[src/rtl/msa_tone_pkg.sv]
`timescale 1ns / 1ps
`default_nettype none
package msa_tone_pkg;

	// Sensor scan geometry
	localparam int SENSOR_COUNT      = 4;
	localparam int SENSOR_W          = $clog2(SENSOR_COUNT);
	localparam int TEMP_SENSOR_INDEX = 0;
	localparam int SAMPLE_W          = 16;

	// Threshold registers
	localparam int THR_COUNT = 8;
	localparam int THR_IDX_W = $clog2(THR_COUNT);

	// Tone arithmetic
	localparam int CAUTION_SPAN_HZ = 500;
	localparam int ALT_SPAN_HZ     = 30;
	localparam int ALT_BASE_HZ     = 5;
	localparam int SCALE_MAX       = (CAUTION_SPAN_HZ > ALT_SPAN_HZ) ?
	                                 CAUTION_SPAN_HZ : ALT_SPAN_HZ;
	localparam int SCALE_W         = $clog2(SCALE_MAX + 1);
	// magnitude of scale * |sample - origin|
	localparam int NUM_W           = $clog2(SCALE_MAX * (2 ** SAMPLE_W));
	localparam int DIV_CNT_W       = $clog2(NUM_W);

	typedef logic [SAMPLE_W-1:0] sample_t;

	localparam sample_t FREQ_MAX = 16'hFFFF;

	localparam sample_t THR_RESET [THR_COUNT] = '{
		16'd11800, 16'd13433, 16'd25234, 16'd26867,
		16'd38668, 16'd40301, 16'd52102, 16'd53735
	};

	// Base tone pair per sensor
	localparam sample_t TONE_LO [SENSOR_COUNT] = '{16'd500, 16'd1200, 16'd1850, 16'd2500};
	localparam sample_t TONE_HI [SENSOR_COUNT] = '{16'd1000, 16'd1700, 16'd2250, 16'd3000};

	typedef enum logic [2:0] {
		LVL_NORMAL,
		LVL_ADVISORY,
		LVL_CAUTION,
		LVL_WARNING,
		LVL_EMERGENCY
	} lvl_t;

	typedef enum logic [1:0] {
		MODE_SILENT,
		MODE_STEADY,
		MODE_ALT
	} mode_t;

	typedef enum logic [2:0] {
		ST_IDLE,
		ST_CLASS,
		ST_MUL,
		ST_DIV,
		ST_DONE
	} state_t;

	// Controller to datapath
	typedef struct packed {
		logic load;
		logic classify;
		logic mul;
		logic finish;
	} dp_cmd_t;

	// Datapath to controller
	typedef struct packed {
		logic div_done;
		logic out_full;
	} dp_status_t;

endpackage
`default_nettype wire

[src/rtl/multi_sensor_alarm_zone_tone_select_top.sv]
`timescale 1ns / 1ps
`default_nettype none
// Four-sensor alarm classifier and tone selector. Each input item is one scan of four
// 16-bit samples; each sample is placed in one of five alarm levels against eight shared
// thresholds (written through cfg_we/cfg_index/cfg_data; the user must write them only
// while the block is idle, which the block itself does not enforce), with hysteresis for
// all sensors but the temperature one. The most severe sensor wins, ties to the lower
// index, and one result item gives its level and tone description. An accepted item
// passes through classify, the multiply, the one-bit-per-cycle serial divider that forms
// the frequency offset, a step to see the divider finish and one to load the result.
// The next item can be accepted the cycle after that, so only one item is in work at a
// time; a result that is not taken holds the block in its last step. The result register
// lets the next item be accepted while the previous result waits to be taken.
module multi_sensor_alarm_zone_tone_select_top (
	input  wire logic                              clk,
	input  wire logic                              arst_n,
	input  wire logic                              cfg_we,
	input  wire logic [msa_tone_pkg::THR_IDX_W-1:0] cfg_index,
	input  wire msa_tone_pkg::sample_t             cfg_data,
	input  wire logic                              in_valid,
	output logic                                   in_ready,
	input  wire msa_tone_pkg::sample_t             sample_a,
	input  wire msa_tone_pkg::sample_t             sample_b,
	input  wire msa_tone_pkg::sample_t             sample_c,
	input  wire msa_tone_pkg::sample_t             sample_d,
	output logic                                   out_valid,
	input  wire logic                              out_ready,
	output logic [1:0]                             active_sensor,
	output logic [2:0]                             active_level,
	output logic [3:0]                             advisory_mask,
	output logic [1:0]                             tone_mode,
	output msa_tone_pkg::sample_t                  tone_low_hz,
	output msa_tone_pkg::sample_t                  tone_high_hz,
	output msa_tone_pkg::sample_t                  alternate_hz
);
	import msa_tone_pkg::*;

	dp_cmd_t    cmd;
	dp_status_t status;

	msa_tone_ctrl u_ctrl (
		.clk       (clk),
		.arst_n    (arst_n),
		.in_valid  (in_valid),
		.in_ready  (in_ready),
		.out_ready (out_ready),
		.status    (status),
		.cmd       (cmd)
	);

	msa_tone_dp u_dp (
		.clk           (clk),
		.arst_n        (arst_n),
		.cmd           (cmd),
		.status        (status),
		.cfg_we        (cfg_we),
		.cfg_index     (cfg_index),
		.cfg_data      (cfg_data),
		.sample_a      (sample_a),
		.sample_b      (sample_b),
		.sample_c      (sample_c),
		.sample_d      (sample_d),
		.out_ready     (out_ready),
		.out_valid     (out_valid),
		.active_sensor (active_sensor),
		.active_level  (active_level),
		.advisory_mask (advisory_mask),
		.tone_mode     (tone_mode),
		.tone_low_hz   (tone_low_hz),
		.tone_high_hz  (tone_high_hz),
		.alternate_hz  (alternate_hz)
	);

	// One item in flight at a time
	a_one_item: assert property (@(posedge clk) disable iff (!arst_n)
		(in_valid && in_ready) |=> !in_ready)
		else $error("item accepted while another is in work");

	// A result never overwrites one not yet taken
	a_no_overwrite: assert property (@(posedge clk) disable iff (!arst_n)
		cmd.finish |-> (!out_valid || out_ready))
		else $error("result register overwritten");

	// Divider cannot report done right after a start
	a_div_start: assert property (@(posedge clk) disable iff (!arst_n)
		cmd.mul |=> !status.div_done)
		else $error("divider done too early");

	// A silent result carries no tone
	a_silent: assert property (@(posedge clk) disable iff (!arst_n)
		(out_valid && tone_mode == MODE_SILENT) |->
			(tone_low_hz == '0 && tone_high_hz == '0 && alternate_hz == '0))
		else $error("silent result with nonzero tone");

endmodule
`default_nettype wire

[src/rtl/msa_tone_div.sv]
`timescale 1ns / 1ps
`default_nettype none
module msa_tone_div (
	input  wire logic                          clk,
	input  wire logic                          arst_n,
	input  wire logic                          start,
	input  wire logic [msa_tone_pkg::NUM_W-1:0] num,
	input  wire msa_tone_pkg::sample_t         den,
	output logic      [msa_tone_pkg::NUM_W-1:0] quo,
	output logic                               done
);
	import msa_tone_pkg::*;

	logic                 busy_q;
	logic                 done_q;
	logic [DIV_CNT_W-1:0] cnt_q;
	sample_t              rem_q;
	sample_t              den_q;
	logic [NUM_W-1:0]     quo_q;

	logic [SAMPLE_W:0]    shifted;
	logic [SAMPLE_W+1:0]  trial;

	// Restoring step: bring down one numerator bit, try to subtract
	always_comb begin
		shifted = {rem_q, quo_q[NUM_W-1]};
		trial   = {1'b0, shifted} - {2'b00, den_q};
	end

	// Sequencing
	always_ff @(posedge clk or negedge arst_n) begin
		if (!arst_n) begin
			busy_q <= 1'b0;
			done_q <= 1'b0;
			cnt_q  <= '0;
		end else if (start) begin
			busy_q <= 1'b1;
			done_q <= 1'b0;
			cnt_q  <= DIV_CNT_W'(NUM_W - 1);
		end else if (busy_q) begin
			if (cnt_q == '0) begin
				busy_q <= 1'b0;
				done_q <= 1'b1;
			end else begin
				cnt_q <= cnt_q - 1'b1;
			end
		end else begin
			done_q <= 1'b0;
		end
	end

	// Remainder and quotient
	always_ff @(posedge clk) begin
		if (start) begin
			rem_q <= '0;
			den_q <= den;
			quo_q <= num;
		end else if (busy_q) begin
			quo_q <= {quo_q[NUM_W-2:0], ~trial[SAMPLE_W+1]};
			rem_q <= trial[SAMPLE_W+1] ? shifted[SAMPLE_W-1:0] : trial[SAMPLE_W-1:0];
		end
	end

	assign quo  = quo_q;
	assign done = done_q;

endmodule
`default_nettype wire

[src/rtl/msa_tone_dp.sv]
`timescale 1ns / 1ps
`default_nettype none
module msa_tone_dp (
	input  wire logic                              clk,
	input  wire logic                              arst_n,
	input  wire msa_tone_pkg::dp_cmd_t             cmd,
	output msa_tone_pkg::dp_status_t               status,
	input  wire logic                              cfg_we,
	input  wire logic [msa_tone_pkg::THR_IDX_W-1:0] cfg_index,
	input  wire msa_tone_pkg::sample_t             cfg_data,
	input  wire msa_tone_pkg::sample_t             sample_a,
	input  wire msa_tone_pkg::sample_t             sample_b,
	input  wire msa_tone_pkg::sample_t             sample_c,
	input  wire msa_tone_pkg::sample_t             sample_d,
	input  wire logic                              out_ready,
	output logic                                   out_valid,
	output logic [1:0]                             active_sensor,
	output logic [2:0]                             active_level,
	output logic [3:0]                             advisory_mask,
	output logic [1:0]                             tone_mode,
	output msa_tone_pkg::sample_t                  tone_low_hz,
	output msa_tone_pkg::sample_t                  tone_high_hz,
	output msa_tone_pkg::sample_t                  alternate_hz
);
	import msa_tone_pkg::*;

	sample_t              thr_q [THR_COUNT];
	sample_t              smp_q [SENSOR_COUNT];
	lvl_t                 level_q [SENSOR_COUNT];
	lvl_t                 lvl_sel_q;
	logic [SENSOR_W-1:0]  hi_q;
	logic [SENSOR_COUNT-1:0] mask_q;
	sample_t              s_sel_q;
	logic                 neg_q;
	logic                 den_zero_q;

	logic                 out_valid_q;
	logic [1:0]           active_sensor_q;
	logic [2:0]           active_level_q;
	logic [3:0]           advisory_mask_q;
	logic [1:0]           tone_mode_q;
	sample_t              tone_low_q;
	sample_t              tone_high_q;
	sample_t              alternate_q;

	// Zone classification of one sensor
	function automatic lvl_t classify(input logic [SENSOR_W-1:0] idx, input sample_t s,
	                                  input lvl_t prev);
		lvl_t r;
		if (idx == SENSOR_W'(TEMP_SENSOR_INDEX)) begin
			// symmetric window, no hysteresis
			if (s < thr_q[0] || s > thr_q[7])      r = LVL_EMERGENCY;
			else if (s < thr_q[1] || s > thr_q[6]) r = LVL_WARNING;
			else if (s < thr_q[2] || s > thr_q[5]) r = LVL_CAUTION;
			else if (s < thr_q[3] || s > thr_q[4]) r = LVL_ADVISORY;
			else                                   r = LVL_NORMAL;
		end else begin
			if (s < thr_q[0])      r = LVL_NORMAL;
			else if (s < thr_q[1]) r = prev;
			else if (s < thr_q[2]) r = LVL_ADVISORY;
			else if (s < thr_q[3]) r = prev;
			else if (s < thr_q[4]) r = LVL_CAUTION;
			else if (s < thr_q[5]) r = prev;
			else if (s < thr_q[6]) r = LVL_WARNING;
			else if (s < thr_q[7]) r = prev;
			else                   r = LVL_EMERGENCY;
		end
		return r;
	endfunction

	// Threshold registers
	always_ff @(posedge clk or negedge arst_n) begin
		if (!arst_n) begin
			for (int i = 0; i < THR_COUNT; i++) thr_q[i] <= THR_RESET[i];
		end else if (cfg_we) begin
			thr_q[cfg_index] <= cfg_data;
		end
	end

	// Scan capture
	always_ff @(posedge clk) begin
		if (cmd.load) begin
			smp_q[0] <= sample_a;
			smp_q[1] <= sample_b;
			smp_q[2] <= sample_c;
			smp_q[3] <= sample_d;
		end
	end

	// Classification and most severe sensor
	lvl_t                    lvl_new [SENSOR_COUNT];
	logic [SENSOR_W-1:0]     hi_c;
	logic [SENSOR_COUNT-1:0] mask_c;

	always_comb begin
		hi_c   = '0;
		mask_c = '0;
		for (int i = 0; i < SENSOR_COUNT; i++) begin
			lvl_new[i] = classify(SENSOR_W'(i), smp_q[i], level_q[i]);
			mask_c[i]  = (lvl_new[i] == LVL_ADVISORY);
		end
		for (int i = 1; i < SENSOR_COUNT; i++) begin
			if (lvl_new[i] > lvl_new[hi_c]) hi_c = SENSOR_W'(i);
		end
	end

	always_ff @(posedge clk or negedge arst_n) begin
		if (!arst_n) begin
			for (int i = 0; i < SENSOR_COUNT; i++) level_q[i] <= LVL_NORMAL;
		end else if (cmd.classify) begin
			for (int i = 0; i < SENSOR_COUNT; i++) level_q[i] <= lvl_new[i];
		end
	end

	always_ff @(posedge clk) begin
		if (cmd.classify) begin
			hi_q      <= hi_c;
			lvl_sel_q <= lvl_new[hi_c];
			mask_q    <= mask_c;
			s_sel_q   <= smp_q[hi_c];
		end
	end

	// Offset numerator and divisor for the selected level
	sample_t               origin;
	sample_t               span_end;
	logic [SAMPLE_W:0]     diff;
	logic [SAMPLE_W:0]     diff_n;
	logic [SAMPLE_W:0]     dspan;
	logic [SAMPLE_W:0]     dspan_n;
	sample_t               diff_mag;
	sample_t               den_mag;
	logic [SCALE_W-1:0]    scale;
	logic [NUM_W-1:0]      prod;

	always_comb begin
		unique case (lvl_sel_q)
			LVL_WARNING: begin
				origin   = thr_q[5];
				span_end = thr_q[6];
			end
			LVL_EMERGENCY: begin
				origin   = thr_q[7];
				span_end = FREQ_MAX;
			end
			default: begin
				origin   = thr_q[3];
				span_end = thr_q[4];
			end
		endcase
		scale    = (lvl_sel_q == LVL_CAUTION) ? SCALE_W'(CAUTION_SPAN_HZ) :
		                                        SCALE_W'(ALT_SPAN_HZ);
		diff     = {1'b0, s_sel_q} - {1'b0, origin};
		diff_n   = -diff;
		dspan    = {1'b0, span_end} - {1'b0, origin};
		dspan_n  = -dspan;
		diff_mag = diff[SAMPLE_W] ? diff_n[SAMPLE_W-1:0] : diff[SAMPLE_W-1:0];
		den_mag  = dspan[SAMPLE_W] ? dspan_n[SAMPLE_W-1:0] : dspan[SAMPLE_W-1:0];
		prod     = NUM_W'(scale) * NUM_W'(diff_mag);
	end

	always_ff @(posedge clk) begin
		if (cmd.mul) begin
			neg_q      <= diff[SAMPLE_W] ^ dspan[SAMPLE_W];
			den_zero_q <= (dspan == '0);
		end
	end

	// Serial divider, product registered at its input
	logic [NUM_W-1:0] quo;
	logic             div_done;

	msa_tone_div u_div (
		.clk    (clk),
		.arst_n (arst_n),
		.start  (cmd.mul),
		.num    (prod),
		.den    (den_mag),
		.quo    (quo),
		.done   (div_done)
	);

	// Signed offset plus base, saturated
	logic signed [NUM_W+1:0] off_s;
	logic signed [NUM_W+1:0] sum_s;
	sample_t                 base;
	sample_t                 freq;

	always_comb begin
		base = (lvl_sel_q == LVL_CAUTION) ? TONE_LO[hi_q] : SAMPLE_W'(ALT_BASE_HZ);
		if (den_zero_q)
			off_s = '0;
		else if (neg_q)
			off_s = -$signed({2'b00, quo});
		else
			off_s = $signed({2'b00, quo});
		sum_s = off_s + $signed({{(NUM_W+2-SAMPLE_W){1'b0}}, base});
		if (sum_s[NUM_W+1])
			freq = '0;
		else if (|sum_s[NUM_W:SAMPLE_W])
			freq = FREQ_MAX;
		else
			freq = sum_s[SAMPLE_W-1:0];
	end

	// Result register
	always_ff @(posedge clk or negedge arst_n) begin
		if (!arst_n) begin
			out_valid_q <= 1'b0;
		end else if (cmd.finish) begin
			out_valid_q <= 1'b1;
		end else if (out_ready) begin
			out_valid_q <= 1'b0;
		end
	end

	always_ff @(posedge clk) begin
		if (cmd.finish) begin
			active_sensor_q <= hi_q;
			active_level_q  <= lvl_sel_q;
			advisory_mask_q <= mask_q;
			unique case (lvl_sel_q)
				LVL_CAUTION: begin
					tone_mode_q <= MODE_STEADY;
					tone_low_q  <= freq;
					tone_high_q <= '0;
					alternate_q <= '0;
				end
				LVL_WARNING: begin
					tone_mode_q <= MODE_ALT;
					tone_low_q  <= TONE_LO[hi_q];
					tone_high_q <= TONE_HI[hi_q];
					alternate_q <= freq;
				end
				LVL_EMERGENCY: begin
					tone_mode_q <= MODE_ALT;
					tone_low_q  <= '0;
					tone_high_q <= TONE_HI[hi_q];
					alternate_q <= freq;
				end
				default: begin
					tone_mode_q <= MODE_SILENT;
					tone_low_q  <= '0;
					tone_high_q <= '0;
					alternate_q <= '0;
				end
			endcase
		end
	end

	assign status.div_done = div_done;
	assign status.out_full = out_valid_q;

	assign out_valid     = out_valid_q;
	assign active_sensor = active_sensor_q;
	assign active_level  = active_level_q;
	assign advisory_mask = advisory_mask_q;
	assign tone_mode     = tone_mode_q;
	assign tone_low_hz   = tone_low_q;
	assign tone_high_hz  = tone_high_q;
	assign alternate_hz  = alternate_q;

endmodule
`default_nettype wire

[src/rtl/msa_tone_ctrl.sv]
`timescale 1ns / 1ps
`default_nettype none
module msa_tone_ctrl (
	input  wire logic                     clk,
	input  wire logic                     arst_n,
	input  wire logic                     in_valid,
	output logic                          in_ready,
	input  wire logic                     out_ready,
	input  wire msa_tone_pkg::dp_status_t status,
	output msa_tone_pkg::dp_cmd_t         cmd
);
	import msa_tone_pkg::*;

	state_t state_q;
	state_t state_nxt;
	logic   out_free;

	assign out_free = !status.out_full || out_ready;

	// Next state
	always_comb begin
		state_nxt = state_q;
		unique case (state_q)
			ST_IDLE:  if (in_valid) state_nxt = ST_CLASS;
			ST_CLASS: state_nxt = ST_MUL;
			ST_MUL:   state_nxt = ST_DIV;
			ST_DIV:   if (status.div_done) state_nxt = ST_DONE;
			ST_DONE:  if (out_free) state_nxt = ST_IDLE;
			default:  state_nxt = ST_IDLE;
		endcase
	end

	always_ff @(posedge clk or negedge arst_n) begin
		if (!arst_n) begin
			state_q <= ST_IDLE;
		end else begin
			state_q <= state_nxt;
		end
	end

	// Outputs
	always_comb begin
		cmd      = '0;
		in_ready = 1'b0;
		unique case (state_q)
			ST_IDLE: begin
				in_ready = 1'b1;
				cmd.load = in_valid;
			end
			ST_CLASS: cmd.classify = 1'b1;
			ST_MUL:   cmd.mul = 1'b1;
			ST_DIV:   ;
			ST_DONE:  cmd.finish = out_free;
			default:  ;
		endcase
	end

endmodule
`default_nettype wire

[config.mk]
export PLATFORM = sky130hd
export DESIGN_NAME = multi_sensor_alarm_zone_tone_select_top
export DESIGN_NICKNAME = d
export VERILOG_FILES = /design/src/rtl/msa_tone_pkg.sv /design/src/rtl/multi_sensor_alarm_zone_tone_select_top.sv /design/src/rtl/msa_tone_div.sv /design/src/rtl/msa_tone_dp.sv /design/src/rtl/msa_tone_ctrl.sv
export SDC_FILE = /design/constraint.sdc
export NUM_CORES = 2
export LEC_CHECK = 0
export ABC_CLOCK_PERIOD_IN_PS = 8050
export BUFFER_PORTS_ARGS = -buffer_cell sky130_fd_sc_hd__buf_2
export CORE_MARGIN = 2
export CORE_UTILIZATION = 25
export CTS_BUF_LIST = sky130_fd_sc_hd__clkbuf_8
export DETAILED_ROUTE_END_ITERATION = 10
export GPL_ROUTABILITY_DRIVEN = 0
export SLEW_MARGIN = 15
export SYNTH_ARGS = -nofsm -noshare
export SYNTH_HDL_FRONTEND = slang
export SYNTH_SLANG_ARGS = --single-unit
[constraint.sdc]
create_clock -name clk -period 8.05 [get_ports clk]
set_input_delay 0.805 -clock clk [delete_from_list [all_inputs] [get_ports clk]]
set_output_delay 0.805 -clock clk [all_outputs]
set_load 0.05 [all_outputs]
# Word-level counts from Yosys, hierarchy flattened
# Memory sizes are Yosys's and may differ from the RTL's. A register that Yosys moved wholly into a read port is not among the register bits.
# Index checks and enable logic that the tools add are counted.
word_totals:
  reg_bits: 275
  mem_bits_rw: 64
  inputBits: 88
  out_inout_bits: 61
  word_cells: 207
  n_memories: 1
mem_list:
  columns: ["memory", "depth", "width", "rd", "rd_clocked_by_memory_dff", "write_ports", "line", "source"]
  rows:
  - ["u_dp.smp_q", 4, 16, 5, 1, 4, "msa_tone_dp.sv:28", "sample_t smp_q [SENSOR_COUNT];"]
classes:
  n_addsub: 8
  multipliers: 1
  magnitude_cmp: 41
  eq_ne: 16
  n_mux: 86
  bitwise: 7
  reduce_logical: 16
op_table:
  columns: ["operator", "count"]
  rows:
  - ["$lt 16x16->1", 28]
  - ["$mux 16", 11]
  - ["$bwmux 128", 1]
  - ["$mux 3", 36]
  - ["$pmux 16 s2", 3]
  - ["$bmux 16 s2", 2]
  - ["$gt 16x16->1", 4]
  - ["$mux 27", 2]
  - ["$mux 25", 2]
  - ["$demux 16 s3", 1]
  - ["$sub 16x16->17", 2]
  - ["$neg 16->16", 2]
  - ["$add 27x17->27", 1]
  - ["$neg 25->27", 1]
  - ["$mul 9x16->25", 1]
  - ["$bmux 3 s2", 3]
  - ["$sub 17x16->18", 1]
  - ["$logic_not 17->1", 1]
  - ["$mux 1", 17]
  - ["$eq 3x1->1 const B", 5]
  - ["$mux 5", 3]
  - ["$pmux 3 s5", 1]
  - ["$eq 3x2->1 const B", 4]
  - ["$ge 3x3->1 const B", 4]
  - ["other kinds (26)", 39]

# Depth between registers and ports, before layout
# An unclocked memory read counts as a cell.
logic_depth:
  word_depth: 28
  ltp_mapped: 46
  ltp_nobuf: 39

# Cells and area by module
# From an unflattened synthesis, not the netlist that was laid out.
hier_totals:
  cells_unflattened: 3448
  hier_area_um2: 33612.2
by_module_without_submodules:
  columns: ["mod", "instances", "cells_per_inst", "area_per_inst_um2", "seq_area_each_um2"]
  rows:
  - ["msa_tone_dp", 1, 3150, 30125.1, 7827.5]
  - ["msa_tone_div", 1, 280, 3313.2, 1726.7]
  - ["msa_tone_ctrl", 1, 18, 173.9, 75.1]

# Worst setup path before layout
# No wires, ideal clock.
synth_timing:
  path_kind: "register to register"
  from: "register u_dp.lvl_sel_q[2]"
  to: "register u_dp.u_div.quo_q[23] (netlist: u_dp.u_div.quo[23]) (data pin)"
  setup_time_ns: 0.269
  arrival_ns: 8.665
  required_time_ns: 7.781
  slack_ns: -0.884
  path_stages_with_launch: 44
  cell_sequence: "edfxtp_1 -> buf_2 -> buf_2 -> buf_2 -> buf_1 -> buf_1 -> clkbuf_1 -> nand2_1 -> nand2_1 -> a22oi_1 -> nand2_1 -> ha_1 -> inv_1 -> ha_1 -> a31oi_1 -> a211oi_1 -> o211ai_1 -> nand4_1 -> [... 8 more ...] -> fa_1 -> fa_1 -> inv_1 -> fa_1 -> inv_1 -> ha_1 -> o21ai_0 -> a21boi_0 -> o21ai_0 -> a21oi_1 -> o21ai_0 -> a21oi_1 -> o21ai_0 -> a211oi_1 -> or4_1 -> a31oi_1 -> xor2_1 -> o21ai_0"
synth_between:
  elab_chain_cells: 7
  elab_cells_between_ends: 10
  classes_between: "2 x add/sub; 1 x mul; 3 x eq/ne; 4 x mux"
synth_rtl:
  columns: ["element", "line", "source"]
  rows:
  - ["from (decl)", "msa_tone_dp.sv:30", "lvl_t lvl_sel_q;"]
  - ["from (signal assigned)", "msa_tone_dp.sv:118", "lvl_sel_q <= lvl_new[hi_c];"]
  - ["$eq 3x3->1 / $eq 3x2->1 (equally long branches)", "msa_tone_dp.sv:137", "unique case (lvl_sel_q)"]
  - ["$pmux 16 s2", "msa_tone_dp.sv:137", null]
  - ["$sub 16x16->17", "msa_tone_dp.sv:153", "diff = {1'b0, s_sel_q} - {1'b0, origin};"]
  - ["$neg 16->16", "msa_tone_dp.sv:154", "diff_n = -diff;"]
  - ["$mux 16", "msa_tone_dp.sv:157", "diff_mag = diff[SAMPLE_W] ? diff_n[SAMPLE_W-1:0] : diff[SAMPLE_W-1:0];"]
  - ["$mul 9x16->25 *", "msa_tone_dp.sv:159", "prod = NUM_W'(scale) * NUM_W'(diff_mag);"]
  - ["$mux 25 *", "msa_tone_div.sv:54", "if (start) begin"]
  - ["to (signal assigned)", "msa_tone_div.sv:57", "quo_q <= num;"]
  - ["to (signal assigned)", "msa_tone_div.sv:59", "quo_q <= {quo_q[NUM_W-2:0], ~trial[SAMPLE_W+1]};"]
  - ["to (decl)", "msa_tone_div.sv:19", "logic [NUM_W-1:0] quo_q;"]
# Every way passes the cells marked *; elsewhere a longest branch is shown, timed or not.
# A chain may end at the register's enable or synchronous reset.

# Final worst setup path
layout_timing:
  from: "register u_dp.lvl_sel_q[0]"
  to: "register u_dp.u_div.quo_q[23] (netlist: u_dp.u_div.quo[23]) (data pin)"
# The elaborated chain is that of the path after synthesis.

==> results.ini <==
[setup_path]
arrival_ns=8.29
cpPeakStageDelay_ns=0.55
critPathRequiredTime_ns=8.52
critPathMaxFanout=6
crit_path_start_kind=register
critPathSlowestCell=fa_1
endpoint_kind=register
criticalPathCategory=register to register
critPathBufInv=9
crit_family=adder cells

[flow_run]
maxCapViolations=0

[die]
die_area_um2=137000
start_util=0.252
io_pins=149
placementRows=134
die_x_um=370
core_um2=133000
chipHeight_um=370

[placed_design]
io_buffers=143
post-place-ws_ns=-0.0886
dpl.cell_count=5505
dp_hpwl_um=80100

[layout]
syn_to_final_growth_pct=17.8
drive_gt1_frac=0.183
finish.net_count=4596
final_cells=5651

[global_routing]
grt_max_degree=80
track_usage=0.146
grt_pass1_vias=27200
antenna_found_initial=3
gr-total-overflow=0
grt_pass1_wl_um=156000

[clock_network]
path_clk_slew_ns=0.07
clk_path_buf_depth=3
cts_buffers=59
clock-sinks=348
htreeDepth=2
clk_latency_ns=0.74
cts_tree=yes
root_buffer=clkbuf_8

[sta]
min_period_ns=7.82
maxSlewViolCount=0
max_slew_margin=0.247
worst_slack_ns=0.226
setup_viol=0
rsz0062_at_grt=true
timing.fmax_mhz=128
timing_hold_violations_final=0
fin_crit_sh=0.972
clock_skew_ns=0.0551
tightest_slew_ns=1.13
tns_ns=0

[outcome]
outcome=finished, final reports clean

[synthesis]
syn_area_um2=33600
yosysWarningCount=0
synthCells=3540
seq_area_frac_synth=0.287
ys_ff_latch=348
netlist-cell-type-count=103
ys.flop_type=edfxtp_1
synth_edf_count=184
async_flop_share=0.425
synth_largest_area_cell=ha_1
synth_area_leaders=ha_1, edfxtp_1, dfrtp_1, a21o_1, dfstp_2
netlist.area_leader.share=0.227
syn_area_per_cell_um2=9.48

[detailed_routing]
postRouteAntennaNets=0
dr_total_vias=27500
routed_wl_um=102000
via_per_inst=4.86
first_iter_violations=1699
drtPass1Iterations=5
drc=0
routedWlPerCell_um=18.0

[hold_path]
hold_path.class=primary input to asynchronous set/reset pin

-- cells by family (layout without fill, tap and decap cells) --
kind of cell    Yosys count  in the layout  share of synthesized area
compound gates         1017           1017                      0.199
simple gates            827            827                      0.123
fa+ha+maj               681            681                      0.269
buf+inv                 415            750                     0.0479
flops                   348            348                      0.287
xor+xnor                149            149                     0.0409
mux                     102            102                     0.0332
other cells               1              9                   0.000112
-- state kept, by name, indices dropped and copies added, names as in the netlist, 3 cells and up --
| name | cells |
|---|---|
| u_dp.thr_q | 128 |
| u_dp.smp_q | 64 |
| u_dp.u_div.quo | 25 |
| u_dp.alternate_hz | 16 |
| u_dp.s_sel_q | 16 |
| u_dp.tone_low_hz | 16 |
| u_dp.u_div.den_q | 16 |
| u_dp.u_div.rem_q | 16 |
| u_dp.level_q | 9 |
| u_dp.tone_high_hz | 9 |
| u_dp.u_div.cnt_q | 5 |
| u_dp.advisory_mask | 4 |
| u_dp.mask_q | 4 |
| u_ctrl.state_q | 3 |
| u_dp.active_level | 3 |
| u_dp.lvl_sel_q | 3 |
-- layout by cell type, fill, tap and decap left out, types with 64 or more instances in the layout --
master	n
buf_2	142
a21oi_1	204
buf_4	167
inv_1	316
a21o_1	228
dfrtp_1	84
o21ai_0	235
ha_1	600
nor2_1	183
fa_1	68
dfstp_2	64
clkbuf_8	65
mux2_2	73
xnor2_1	69
nand2_1	244
edfxtp_1	184
-- cell usage after synthesis, drive strengths merged, types with 14 or more instances --
cell type	n
a211oi	23
a21boi	23
a21o	229
a21oi	222
a22o	29
a22oi	14
a31oi	31
and2	25
and3	23
buf	26
clkbuf	74
dfrtp	84
dfstp	64
dfxtp	16
edfxtp	184
fa	70
ha	610
inv	314
mux2	74
mux2i	28
nand2	254
nand2b	59
nand3	40
nand4	47
nor2	189
nor2b	56
nor3	44
o21a	38
o21ai	248
o31ai	15
xnor2	81
xor2	68
-- per-layer routing --
metal / vias up / share of wire / wire length [um] / track usage
met5: - / 0 / 0 / 0
met1: 13200 / 0.46 / 47000 / 0.197
met2: 662 / 0.45 / 45800 / 0.234
met4: 0 / 0.032 / 3310 / 0.0484
met3: 161 / 0.057 / 5760 / 0.0250
li1: 13500 / - / - / -
-- layout make-up --
type                            instances  area (um2)
Antenna cell                            4        10.0
Clock buffer                           65         895
Clock inverter                         47         377
Fill cell                           13900       93800
Inverter                              315        1180
Multi-Input combinational cell       2781       23100
Sequential cell                       348        9630
Tap cell                             1768        2210
Timing Repair Buffer                  323        2170
-- path summary, 6_finish.rpt --
path | from | end | slack, ns | cells after the start
worst min register to register | u_dp.mask_q[1] | u_dp.advisory_mask[1] | 0.42 | 0
worst max register to register | u_dp.lvl_sel_q[0] | u_dp.u_div.quo[23] | 0.23 | 36
min in group clk | sample_c[2] | u_dp.smp_q[2][2] | 0.25 | 1
max in group asynchronous | arst_n | u_dp.thr_q[11] | 6.42 | 2
worst min-delay path | arst_n | u_dp.thr_q[107] | 0.16 | 1
worst max-delay path | u_dp.lvl_sel_q[0] | u_dp.u_div.quo[23] | 0.23 | 36
-- repair_timing --
action	4_1_cts	5_1_grt
endpoints found under the setup margin	2	21
hold buffers	0	0
cloned	0	2
resized for setup	2	124
setup buffers	0	29
pin swaps	0	79
-- stage by stage --
step | util | cell area, um2 | hold WS [ns]
2_1_floorplan | - | 33700 | 0.400
3_3_place_gp | 0.281 | 37400 | 0.407
3_5_place_dp | 0.281 | 37400 | 0.407
4_1_cts | 0.290 | 38700 | 0.130
5_1_grt | 0.297 | 39500 | 0.184
6_report | 0.297 | 39500 | 0.159
Power is not shown: default switching activity piles up to over one toggle a cycle in this logic, so the estimate is an artifact.
